### config.mk
export PLATFORM = sky130hd
export DESIGN_NAME = address_direction_table_top
export DESIGN_NICKNAME = d
export VERILOG_FILES = /design/src/rtl/adt_pkg.sv /design/src/rtl/adt_cell.sv /design/src/rtl/adt_ctrl.sv /design/src/rtl/address_direction_table_top.sv
export SDC_FILE = /design/constraint.sdc
export NUM_CORES = 2
export LEC_CHECK = 0
export BUFFER_PORTS_ARGS = -buffer_cell sky130_fd_sc_hd__clkbuf_2
export CAP_MARGIN = 10
export CORE_ASPECT_RATIO = 0.7
export CORE_MARGIN = 1
export CORE_UTILIZATION = 45
export CTS_CLUSTER_DIAMETER = 100
export DETAILED_ROUTE_END_ITERATION = 8
export GPL_TIMING_DRIVEN = 0
export HOLD_SLACK_MARGIN = 0.08
export PLACE_DENSITY = 0.63
export SLEW_MARGIN = 5
export SYNTH_ARGS = -nofsm -noshare
export SYNTH_HDL_FRONTEND = slang
export SYNTH_HIERARCHICAL = 1
export SYNTH_SLANG_ARGS = --single-unit
### constraint.sdc
create_clock -name clock -period 10.3 [get_ports clock]
set_input_delay 1.03 -clock clock [delete_from_list [all_inputs] [get_ports clock]]
set_output_delay 1.03 -clock clock [all_outputs]
set_load 0.005 [all_outputs]
### src/rtl/adt_pkg.sv
package adt_pkg;

   // field widths
   localparam int unsigned ADDR_W          = 14;
   localparam int unsigned ENTRIES_DEFAULT = 128;

   // command codes carried in req_tuser
   typedef enum logic [1:0] {
      MODE_LOOKUP    = 2'd0,
      MODE_SET       = 2'd1,
      MODE_CLEAR     = 2'd2,
      MODE_CLEAR_ALL = 2'd3
   } mode_type;

   // direction codes
   localparam logic [1:0] DIR_NONE   = 2'd0;
   localparam logic [1:0] DIR_CLOSED = 2'd1;
   localparam logic [1:0] DIR_THROWN = 2'd2;

   // set and clear outcome codes
   localparam logic [1:0] STAT_NOCHANGE = 2'd0;
   localparam logic [1:0] STAT_DONE     = 2'd1;
   localparam logic [1:0] STAT_FULL     = 2'd2;

   // controller states
   typedef enum logic [2:0] {
      ST_IDLE,
      ST_SCAN,
      ST_EVAL,
      ST_WRITE,
      ST_DONE
   } state_type;

   // one table slot, address zero means free
   typedef struct packed {
      logic [ADDR_W-1:0] addr;
      logic              thrown;
   } slot_type;

   // controls broadcast to every cell
   typedef struct packed {
      logic shift;
      logic clear_all;
   } ctl_type;

   function automatic logic [1:0] dir_code(input logic thrown);
      return thrown ? DIR_THROWN : DIR_CLOSED;
   endfunction

endpackage

### src/rtl/adt_cell.sv
module adt_cell (
   input  logic              clock,
   input  logic              reset,
   input  adt_pkg::ctl_type  ctl,
   input  adt_pkg::slot_type slot_in,
   output adt_pkg::slot_type slot_out
);

   adt_pkg::slot_type slot_ff;
   adt_pkg::slot_type slot_in_d;

   // take the neighbor's slot on a shift, empty on clear
   always_comb begin
      slot_in_d = slot_ff;
      if (ctl.clear_all) begin
         slot_in_d = '0;
      end else if (ctl.shift) begin
         slot_in_d = slot_in;
      end
   end

   always_ff @(posedge clock) begin
      if (reset) begin
         slot_ff <= '0;
      end else begin
         slot_ff <= slot_in_d;
      end
   end

   assign slot_out = slot_ff;

endmodule

### src/rtl/adt_ctrl.sv
module adt_ctrl #(
   parameter int unsigned ENTRIES = adt_pkg::ENTRIES_DEFAULT
) (
   input  logic              clock,
   input  logic              reset,
   // command beat
   input  logic              req_tvalid,
   output logic              req_tready,
   input  logic [15:0]       req_tdata,   // [13:0] vehicle_address, [14] set_thrown
   input  logic [1:0]        req_tuser,   // [1:0] mode
   // result beat
   output logic              rsp_tvalid,
   input  logic              rsp_tready,
   output logic [7:0]        rsp_tdata,   // [0] registered, [2:1] direction, [4:3] status
   // ring head
   input  adt_pkg::slot_type head_in,
   output adt_pkg::slot_type head_out,
   output adt_pkg::ctl_type  ctl
);

   localparam int unsigned IDX_W = $clog2(ENTRIES);
   localparam logic [IDX_W-1:0] LAST_IDX = IDX_W'(ENTRIES - 1);

   adt_pkg::state_type state_ff, state_in;
   adt_pkg::mode_type  mode_ff, mode_in;
   logic [adt_pkg::ADDR_W-1:0] addr_ff, addr_in;
   logic thr_ff, thr_in;
   logic [IDX_W-1:0] cnt_ff, cnt_in;
   logic found_ff, found_in;
   logic fthr_ff, fthr_in;
   logic changed_ff, changed_in;
   logic free_found_ff, free_found_in;
   logic [IDX_W-1:0] free_pos_ff, free_pos_in;
   logic def_en_ff, def_en_in;
   logic def_thr_ff, def_thr_in;
   logic res_reg_ff, res_reg_in;
   logic [1:0] res_dir_ff, res_dir_in;
   logic [1:0] res_st_ff, res_st_in;
   logic rsp_valid_ff, rsp_valid_in;
   logic [7:0] rsp_data_ff, rsp_data_in;

   logic req_accept;
   logic out_free;
   logic cnt_last;
   logic hit;
   logic is_free;
   adt_pkg::mode_type req_mode;
   logic [adt_pkg::ADDR_W-1:0] req_addr;

   assign req_mode   = adt_pkg::mode_type'(req_tuser);
   assign req_addr   = req_tdata[adt_pkg::ADDR_W-1:0];
   assign req_accept = req_tvalid && req_tready;
   assign out_free   = !rsp_valid_ff || rsp_tready;
   assign cnt_last   = (cnt_ff == LAST_IDX);
   assign hit        = (head_in.addr == addr_ff);
   assign is_free    = (head_in.addr == '0);

   // next state
   always_comb begin
      state_in = state_ff;
      case (state_ff)
         adt_pkg::ST_IDLE: begin
            if (req_accept) begin
               if (req_mode == adt_pkg::MODE_CLEAR_ALL || req_addr == '0) begin
                  state_in = adt_pkg::ST_DONE;
               end else begin
                  state_in = adt_pkg::ST_SCAN;
               end
            end
         end
         adt_pkg::ST_SCAN: begin
            if (cnt_last) begin
               state_in = adt_pkg::ST_EVAL;
            end
         end
         adt_pkg::ST_EVAL: begin
            if (mode_ff == adt_pkg::MODE_SET && !found_ff && free_found_ff) begin
               state_in = adt_pkg::ST_WRITE;
            end else begin
               state_in = adt_pkg::ST_DONE;
            end
         end
         adt_pkg::ST_WRITE: begin
            if (cnt_last) begin
               state_in = adt_pkg::ST_DONE;
            end
         end
         adt_pkg::ST_DONE: begin
            if (out_free) begin
               state_in = adt_pkg::ST_IDLE;
            end
         end
         default: state_in = adt_pkg::ST_IDLE;
      endcase
   end

   // datapath and outputs
   always_comb begin
      req_tready    = (state_ff == adt_pkg::ST_IDLE);
      ctl           = '0;
      head_out      = head_in;
      mode_in       = mode_ff;
      addr_in       = addr_ff;
      thr_in        = thr_ff;
      cnt_in        = cnt_ff;
      found_in      = found_ff;
      fthr_in       = fthr_ff;
      changed_in    = changed_ff;
      free_found_in = free_found_ff;
      free_pos_in   = free_pos_ff;
      def_en_in     = def_en_ff;
      def_thr_in    = def_thr_ff;
      res_reg_in    = res_reg_ff;
      res_dir_in    = res_dir_ff;
      res_st_in     = res_st_ff;
      rsp_valid_in  = rsp_valid_ff;
      rsp_data_in   = rsp_data_ff;

      if (rsp_valid_ff && rsp_tready) begin
         rsp_valid_in = 1'b0;
      end

      case (state_ff)
         adt_pkg::ST_IDLE: begin
            if (req_accept) begin
               mode_in       = req_mode;
               addr_in       = req_addr;
               thr_in        = req_tdata[adt_pkg::ADDR_W];
               cnt_in        = '0;
               found_in      = 1'b0;
               fthr_in       = 1'b0;
               changed_in    = 1'b0;
               free_found_in = 1'b0;
               free_pos_in   = '0;
               res_reg_in    = 1'b0;
               res_dir_in    = adt_pkg::DIR_NONE;
               res_st_in     = adt_pkg::STAT_NOCHANGE;
               if (req_mode == adt_pkg::MODE_CLEAR_ALL) begin
                  ctl.clear_all = 1'b1;
                  def_en_in     = 1'b0;
                  def_thr_in    = 1'b0;
                  res_st_in     = adt_pkg::STAT_DONE;
               end else if (req_addr == '0) begin
                  // default rule commands
                  case (req_mode)
                     adt_pkg::MODE_LOOKUP: begin
                        res_reg_in = def_en_ff;
                        res_dir_in = def_en_ff ? adt_pkg::dir_code(def_thr_ff)
                                               : adt_pkg::DIR_NONE;
                     end
                     adt_pkg::MODE_SET: begin
                        if (!(def_en_ff && def_thr_ff == req_tdata[adt_pkg::ADDR_W])) begin
                           res_st_in = adt_pkg::STAT_DONE;
                        end
                        def_en_in  = 1'b1;
                        def_thr_in = req_tdata[adt_pkg::ADDR_W];
                     end
                     adt_pkg::MODE_CLEAR: begin
                        if (def_en_ff || def_thr_ff) begin
                           res_st_in = adt_pkg::STAT_DONE;
                        end
                        def_en_in  = 1'b0;
                        def_thr_in = 1'b0;
                     end
                     default: ;
                  endcase
               end
            end
         end
         adt_pkg::ST_SCAN: begin
            // one slot reaches the head per cycle, in slot order
            ctl.shift = 1'b1;
            cnt_in    = cnt_ff + IDX_W'(1);
            case (mode_ff)
               adt_pkg::MODE_LOOKUP: begin
                  if (hit && !found_ff) begin
                     found_in = 1'b1;
                     fthr_in  = head_in.thrown;
                  end
               end
               adt_pkg::MODE_SET: begin
                  if (hit && !found_ff) begin
                     found_in = 1'b1;
                     if (head_in.thrown != thr_ff) begin
                        head_out.thrown = thr_ff;
                        changed_in      = 1'b1;
                     end
                  end
                  if (is_free && !free_found_ff) begin
                     free_found_in = 1'b1;
                     free_pos_in   = cnt_ff;
                  end
               end
               adt_pkg::MODE_CLEAR: begin
                  if (hit) begin
                     head_out   = '0;
                     changed_in = 1'b1;
                  end
               end
               default: ;
            endcase
         end
         adt_pkg::ST_EVAL: begin
            cnt_in = '0;
            case (mode_ff)
               adt_pkg::MODE_LOOKUP: begin
                  if (found_ff) begin
                     res_reg_in = 1'b1;
                     res_dir_in = adt_pkg::dir_code(fthr_ff);
                  end else begin
                     res_reg_in = 1'b0;
                     res_dir_in = def_en_ff ? adt_pkg::dir_code(def_thr_ff)
                                            : adt_pkg::DIR_NONE;
                  end
               end
               adt_pkg::MODE_SET: begin
                  if (found_ff) begin
                     res_st_in = changed_ff ? adt_pkg::STAT_DONE : adt_pkg::STAT_NOCHANGE;
                  end else if (free_found_ff) begin
                     res_st_in = adt_pkg::STAT_DONE;
                  end else begin
                     res_st_in = adt_pkg::STAT_FULL;
                  end
               end
               adt_pkg::MODE_CLEAR: begin
                  res_st_in = changed_ff ? adt_pkg::STAT_DONE : adt_pkg::STAT_NOCHANGE;
               end
               default: ;
            endcase
         end
         adt_pkg::ST_WRITE: begin
            // second lap drops the new entry into the first free slot
            ctl.shift = 1'b1;
            cnt_in    = cnt_ff + IDX_W'(1);
            if (cnt_ff == free_pos_ff) begin
               head_out.addr   = addr_ff;
               head_out.thrown = thr_ff;
            end
         end
         adt_pkg::ST_DONE: begin
            if (out_free) begin
               rsp_valid_in = 1'b1;
               rsp_data_in  = {3'b000, res_st_ff, res_dir_ff, res_reg_ff};
            end
         end
         default: ;
      endcase
   end

   // control registers
   always_ff @(posedge clock) begin
      if (reset) begin
         state_ff     <= adt_pkg::ST_IDLE;
         def_en_ff    <= 1'b0;
         def_thr_ff   <= 1'b0;
         rsp_valid_ff <= 1'b0;
      end else begin
         state_ff     <= state_in;
         def_en_ff    <= def_en_in;
         def_thr_ff   <= def_thr_in;
         rsp_valid_ff <= rsp_valid_in;
      end
   end

   // per-command working registers
   always_ff @(posedge clock) begin
      mode_ff       <= mode_in;
      addr_ff       <= addr_in;
      thr_ff        <= thr_in;
      cnt_ff        <= cnt_in;
      found_ff      <= found_in;
      fthr_ff       <= fthr_in;
      changed_ff    <= changed_in;
      free_found_ff <= free_found_in;
      free_pos_ff   <= free_pos_in;
      res_reg_ff    <= res_reg_in;
      res_dir_ff    <= res_dir_in;
      res_st_ff     <= res_st_in;
      rsp_data_ff   <= rsp_data_in;
   end

   assign rsp_tvalid = rsp_valid_ff;
   assign rsp_tdata  = rsp_data_ff;

   // default direction is only kept while the default is enabled
   a_def_thr_en: assert property (@(posedge clock) disable iff (reset)
      def_thr_ff |-> def_en_ff)
      else $error("default direction set while default disabled");

   // clear-all leaves the default disabled
   a_clear_all_def: assert property (@(posedge clock) disable iff (reset)
      (req_accept && req_mode == adt_pkg::MODE_CLEAR_ALL) |=> !def_en_ff)
      else $error("default still enabled after clear-all");

   // a new result beat is only loaded from the done state
   a_rsp_from_done: assert property (@(posedge clock) disable iff (reset)
      (rsp_valid_ff && !$past(rsp_valid_ff)) |-> $past(state_ff == adt_pkg::ST_DONE))
      else $error("result beat appeared outside the done state");

   // a table lap always starts at slot zero
   a_lap_start: assert property (@(posedge clock) disable iff (reset)
      (state_ff == adt_pkg::ST_SCAN && $past(state_ff) == adt_pkg::ST_IDLE)
         |-> cnt_ff == '0)
      else $error("scan started away from slot zero");

   // lookups never report a set or clear outcome
   a_lookup_status: assert property (@(posedge clock) disable iff (reset)
      (rsp_valid_ff && rsp_data_ff[0]) |-> rsp_data_ff[4:3] == adt_pkg::STAT_NOCHANGE)
      else $error("lookup result carries a nonzero status");

endmodule

### src/rtl/address_direction_table_top.sv
// address direction table
// Keeps up to ENTRIES nonzero 14-bit vehicle addresses, each with a closed or
// thrown direction, plus a default rule. Commands arrive on the req_ channel:
// req_tuser carries the mode (lookup, set, clear, clear whole table), req_tdata
// the address and the direction to set. Each command gives one result beat on
// the rsp_ channel with the registered flag, the direction and the status.
// The slots sit in a ring of cells that, while a command scans or writes,
// rotates one slot past a single compare point at the head per cycle.
// A command on a nonzero address scans one lap of the table, then evaluates;
// a set that takes a new slot makes a second lap to write it. Commands on
// address zero and clear-all skip the laps and go straight to the result.
// One command is in work at a time; the next is accepted once the result has
// moved to the output register. A stalled receiver holds the result there;
// a next command is still accepted, but its result waits until the held one goes.
// Reset empties every slot and disables the default rule.
module address_direction_table_top #(
   parameter int unsigned ENTRIES = adt_pkg::ENTRIES_DEFAULT
) (
   input  logic        clock,
   input  logic        reset,
   input  logic        req_tvalid,
   output logic        req_tready,
   input  logic [15:0] req_tdata,   // [13:0] vehicle_address, [14] set_thrown
   input  logic [1:0]  req_tuser,   // [1:0] mode
   output logic        rsp_tvalid,
   input  logic        rsp_tready,
   output logic [7:0]  rsp_tdata    // [0] registered, [2:1] direction, [4:3] status
);

   adt_pkg::slot_type ring [ENTRIES];
   adt_pkg::slot_type head_out;
   adt_pkg::ctl_type  ctl;

   // command sequencer with the compare point at the ring head
   adt_ctrl #(
      .ENTRIES (ENTRIES)
   ) u_ctrl (
      .clock      (clock),
      .reset      (reset),
      .req_tvalid (req_tvalid),
      .req_tready (req_tready),
      .req_tdata  (req_tdata),
      .req_tuser  (req_tuser),
      .rsp_tvalid (rsp_tvalid),
      .rsp_tready (rsp_tready),
      .rsp_tdata  (rsp_tdata),
      .head_in    (ring[0]),
      .head_out   (head_out),
      .ctl        (ctl)
   );

   // ring of slot cells, each takes its upper neighbor, the last takes the head
   for (genvar i = 0; i < ENTRIES; i++) begin : g_cell
      if (i == ENTRIES - 1) begin : g_tail
         adt_cell u_cell (
            .clock    (clock),
            .reset    (reset),
            .ctl      (ctl),
            .slot_in  (head_out),
            .slot_out (ring[i])
         );
      end else begin : g_body
         adt_cell u_cell (
            .clock    (clock),
            .reset    (reset),
            .ctl      (ctl),
            .slot_in  (ring[i+1]),
            .slot_out (ring[i])
         );
      end
   end

endmodule
# Word-level counts from Yosys, hierarchy flattened
# Cells that the tools add are included.
# totals
register_bits	1971
latchBits	0
ram_bits	0
romBits	0
inputBits	22
out_inout_bits	10
mem_count	0
# classes
addsub	1
multipliers	0
n_div	0
magnitude_cmp	0
eq_ne	29
shifts	0
mux	75
bitwise	0
reduce_logical	37
# ops
op	count
$mux 1	32
$mux 15	2
$pmux 15 s2	1
$logic_not 14->1	2
$mux 2	14
$mux 7	3
$pmux 7 s3	1
$reduce_and 4->1	5
$mux 3	6
$pmux 1 s2	9
$pmux 2 s2	4
$pmux 3 s5	1
$eq 14x14->1	1
$mux 14	1
$ne 2x1->1 const B	7
$pmux 7 s2	1
$add 7x1->7 const B	1
$eq 7x7->1	1
$eq 7x7->1 const B	1
$logic_and 1x1->1	7
$eq 2x2->1 const B	3
$eq 3x2->1 const B	2
$ne 2x2->1 const B	3
$ne 3x2->1 const B	2
other kinds (17)	32

# Longest topological paths before layout
# depth
ltp_word	8
ltp_mapped	9

# Cells and area by module
# Netlist, hierarchy kept.
# by_module_without_submodules
module	instances	cells_per_inst	area_each_um2
adt_cell	128	50	558.0
adt_ctrl	1	246	2839.0

# Worst setup path after synthesis
# No wires, ideal clock.
# synth_path
path_kind	register -> register
start	register u_ctrl.state_ff[0]
end	register g_cell[0].g_body.u_cell.slot_ff (netlist bit g_cell[0].g_body.u_cell/slot_out[10])
arrival_ns	3.403
t_required_ns	10.186
setup_slack_ns	6.783
path_stages_with_launch	9
path_buffers	4
cell_sequence	dfxtp_1 > buf_2 > nand2b_1 > clkbuf_1 > inv_1 > buf_4 > buf_6 > mux2i_1 > nor2_1
# synth_rtl
item	line_no	text
start, declared	adt_ctrl.sv:24	adt_pkg::state_type state_ff, state_in;
start signal, assigned	adt_ctrl.sv:253	state_ff <= adt_pkg::ST_IDLE;
start signal, assigned	adt_ctrl.sv:258	state_ff <= state_in;
end signal, assigned	adt_cell.sv:26	slot_ff <= slot_in_d;
end, declared	adt_cell.sv:9	adt_pkg::slot_type slot_ff;

# Worst setup path in the final report
# layout_path
start	register u_ctrl.state_ff[1]
end	output req_tready
# layout_between
elab_chain_len	1
# layout_lines
item	line_no	text
$logic_not 3->1	adt_ctrl.sv:99	req_tready = (state_ff == adt_pkg::ST_IDLE);
end, declared	address_direction_table_top.sv:22	output logic req_tready,
# Every way passes these cells.

==> reports/qor.txt <==
IO Port Bufs = 27
first-pass GRT wire length = 216 mm
FF+latch count, synth = 1971
Fin. Hold Viols = 0
drt first pass iters = 7
max cap viols = 0
Wirelength per Cell = 13.7 microns
number of global-route vias before repair = 42.4k
initial antenna violation count = 1
sequential share of the synthesized area = 0.537
layout cells sized above 1 = 0.124
RSZ-0062 raised after global routing = no
critical path required time = 9270 ps
layer with the highest usage = met1
Worst-path clk slew = 60 ps
outcome = completed
Final HPWL DP = 88.6 mm
Initial Util = 0.454
CTS tree = done
crit path launch type = flip-flop
Max Clock Skew = 23.1 ps
row count = 124
Total GRT Usage = 0.153
Worst Path Max Fanout = 10
min Tclk post-route = 2770 ps
Root Buffer = clkbuf_16
GR Layer Usage met1 = 0.235
Slew @ Worst Pin = 807 ps
kind of critical path = reg -> out
met3 Use GR = 0.0231
worst skew pair latency = 810 ps
final instance area = 0.0837 sq mm
top cells by area, synth = dfxtp_1 (52%), mux2i_1 (26%), nor2_1 (9.8%)
Syn Inst Count = 6646
worst hold path class = reg -> reg
via count = 42.8k
Max VDD drop = 0.158 mV
Reg2Reg Setup Slack = 7550 ps
Die H = 342 microns
hold buffer count at cts = 0
placed cell area = 0.0773 sq mm
drt drc = 0
leading area contributor after synthesis = dfxtp_1
top cell type's share of synthesized area = 0.519
Distinct cells, synth = 54
final WL = 126 mm
Die ar. = 0.167 sq mm
Post-CTS Setup Bufs = 0
CTS max path bufs = 3
Fmax achieved = 361 MHz
largest net degree at the start of global routing = 89
post-CTS sizing = 0
sum of negative setup slack = 0 ps
Antenna Nets Post-Route = 0
arrival time worst endpoint = 1740 ps
detail-routed via count per cell = 4.64
Power Density = 191 mW/mm^2
M2 GR Usage = 0.215
final setup vio count = 0
commonest non-fill, non-tap cell in the layout = nor2_1
max_slew headroom = 0.458
max-slew violation count = 0
layout net count = 6896
Finished Core Util = 0.512
grt ovf = 0
Num CTS Buffers = 184
CTS H-tree depth = 4
Post-synth EDFFs = 45
CORE AREA = 0.164 sq mm
netlist area before placement = 0.0743 sq mm
GP Congestion = 0.753
static leakage = 0.0316 uW
Ports = 32
CP Capture Type = primary output
most frequent cells in the layout = nor2_1 (1943), dfxtp_1 (1926), mux2i_1 (1921)
Mean Syn Cell Area = 11.2 sq um
Sink Count = 1971
Min Hold Slack = 422 ps
Layout area overhead = 12.7%
Synth Warn # = 6
FFs w/ async S/R, synth = 0
Die Wd = 488 microns
main flop type after synthesis = dfxtp_1
starting DRC count in detailed routing = 2045
period utilisation layout = 0.269
## through the flow
step / total power (uW) / std cells / setup WS, ps
2_1_floorplan: 8910 / 6648 / 6780
3_3_place_gp: 9090 / 8880 / 4070
3_5_place_dp: 9090 / 8884 / 7270
4_1_cts: 16200 / 9217 / 7450
5_1_grt: 16600 / 9218 / 7300
6_report: 16000 / 9218 / 7530
## final timing paths
check                       start                              endpoint  depth (start not counted)
min reg2reg  u_ctrl/res_dir_ff[0]                   u_ctrl/rsp_tdata[1]                          0
min          u_ctrl/res_dir_ff[0]                   u_ctrl/rsp_tdata[1]                          0
max            u_ctrl/state_ff[1]                            req_tready                          3
max reg2reg    u_ctrl/state_ff[0]  g_cell[66].g_body.u_cell/slot_out[4]                          9
## metal layers
layer | vias to the layer above | part of all wire
met2 | 373 | 0.40
met1 | 19721 | 0.56
li1 | 22507 | -
met4 | 0 | 0.020
met3 | 176 | 0.028
met5 | - | 0
## cells in the mapped netlist, types with 7 or more instances
master    number
or2_0        128
dfxtp_1     1926
nor2_1      1943
buf_6        257
buf_8        128
inv_1          8
xnor2_1       10
nand3_1        9
edfxtp_1      45
nand2_1       15
nor4_1         8
o21ai_0        7
xor2_1        16
a22o_1        14
ha_1           9
and2_1        11
mux2i_1     1921
buf_4        132
## sequential cells by signal (all words and copies together), names as in the netlist
name / cells
u_ctrl/cnt_ff: 7
u_ctrl/def_thr_ff: 1
g_cell.g_body.u_cell/slot_out: 1905
u_ctrl/thr_ff: 1
u_ctrl/free_found_ff: 1
u_ctrl/res_st_ff: 2
u_ctrl/res_reg_ff: 1
u_ctrl/rsp_tdata: 5
u_ctrl/found_ff: 1
u_ctrl/fthr_ff: 1
u_ctrl/addr_ff: 14
u_ctrl/state_ff: 3
u_ctrl/rsp_tvalid: 1
u_ctrl/def_en_ff: 1
u_ctrl/mode_ff: 2
u_ctrl/res_dir_ff: 2
u_ctrl/changed_ff: 1
u_ctrl/free_pos_ff: 7
g_cell.g_tail.u_cell/slot_out: 15
## critical path, cell delays in order (launching register included)
cell and delay, ps:
dfxtp_1 330, buf_2 190, nor3_1 260, clkbuf_2 170
## layout make-up
cell class,count,area [sq um]
Timing Repair Buffer,31,254
Sequential cell,1971,39900
Inverter,8,35.0
Tap cell,2205,2760
Fill cell,14536,79800
Clock buffer,269,5490
Antenna cell,1,2.50
Buffer,524,5840
Clock inverter,64,918
Multi-Input combinational cell,4145,28500
## cells by family (layout without fill, tap and decap cells)
group | Yosys count | count (layout) | synth area share
other | 1 | 4 | 0.0000505
DFF | 1971 | 1971 | 0.537
and+or+nand+nor | 2144 | 2144 | 0.116
AOI/OAI and AO/OA | 41 | 41 | 0.00433
muxes | 1922 | 1922 | 0.259
adders and majority gates | 9 | 9 | 0.00152
buffers and inverters | 532 | 896 | 0.0790
xor gates and xnor gates | 26 | 26 | 0.00307
## power by group
| group | internal, uW | switching (uW) |
|---|---|---|
| clock | 4160 | 2890 |
| sequential | 7670 | 11.6 |
| combinational | 601 | 627 |
| total | 12400 | 3530 |
No activity file was read; power rests on OpenSTA's default activity.
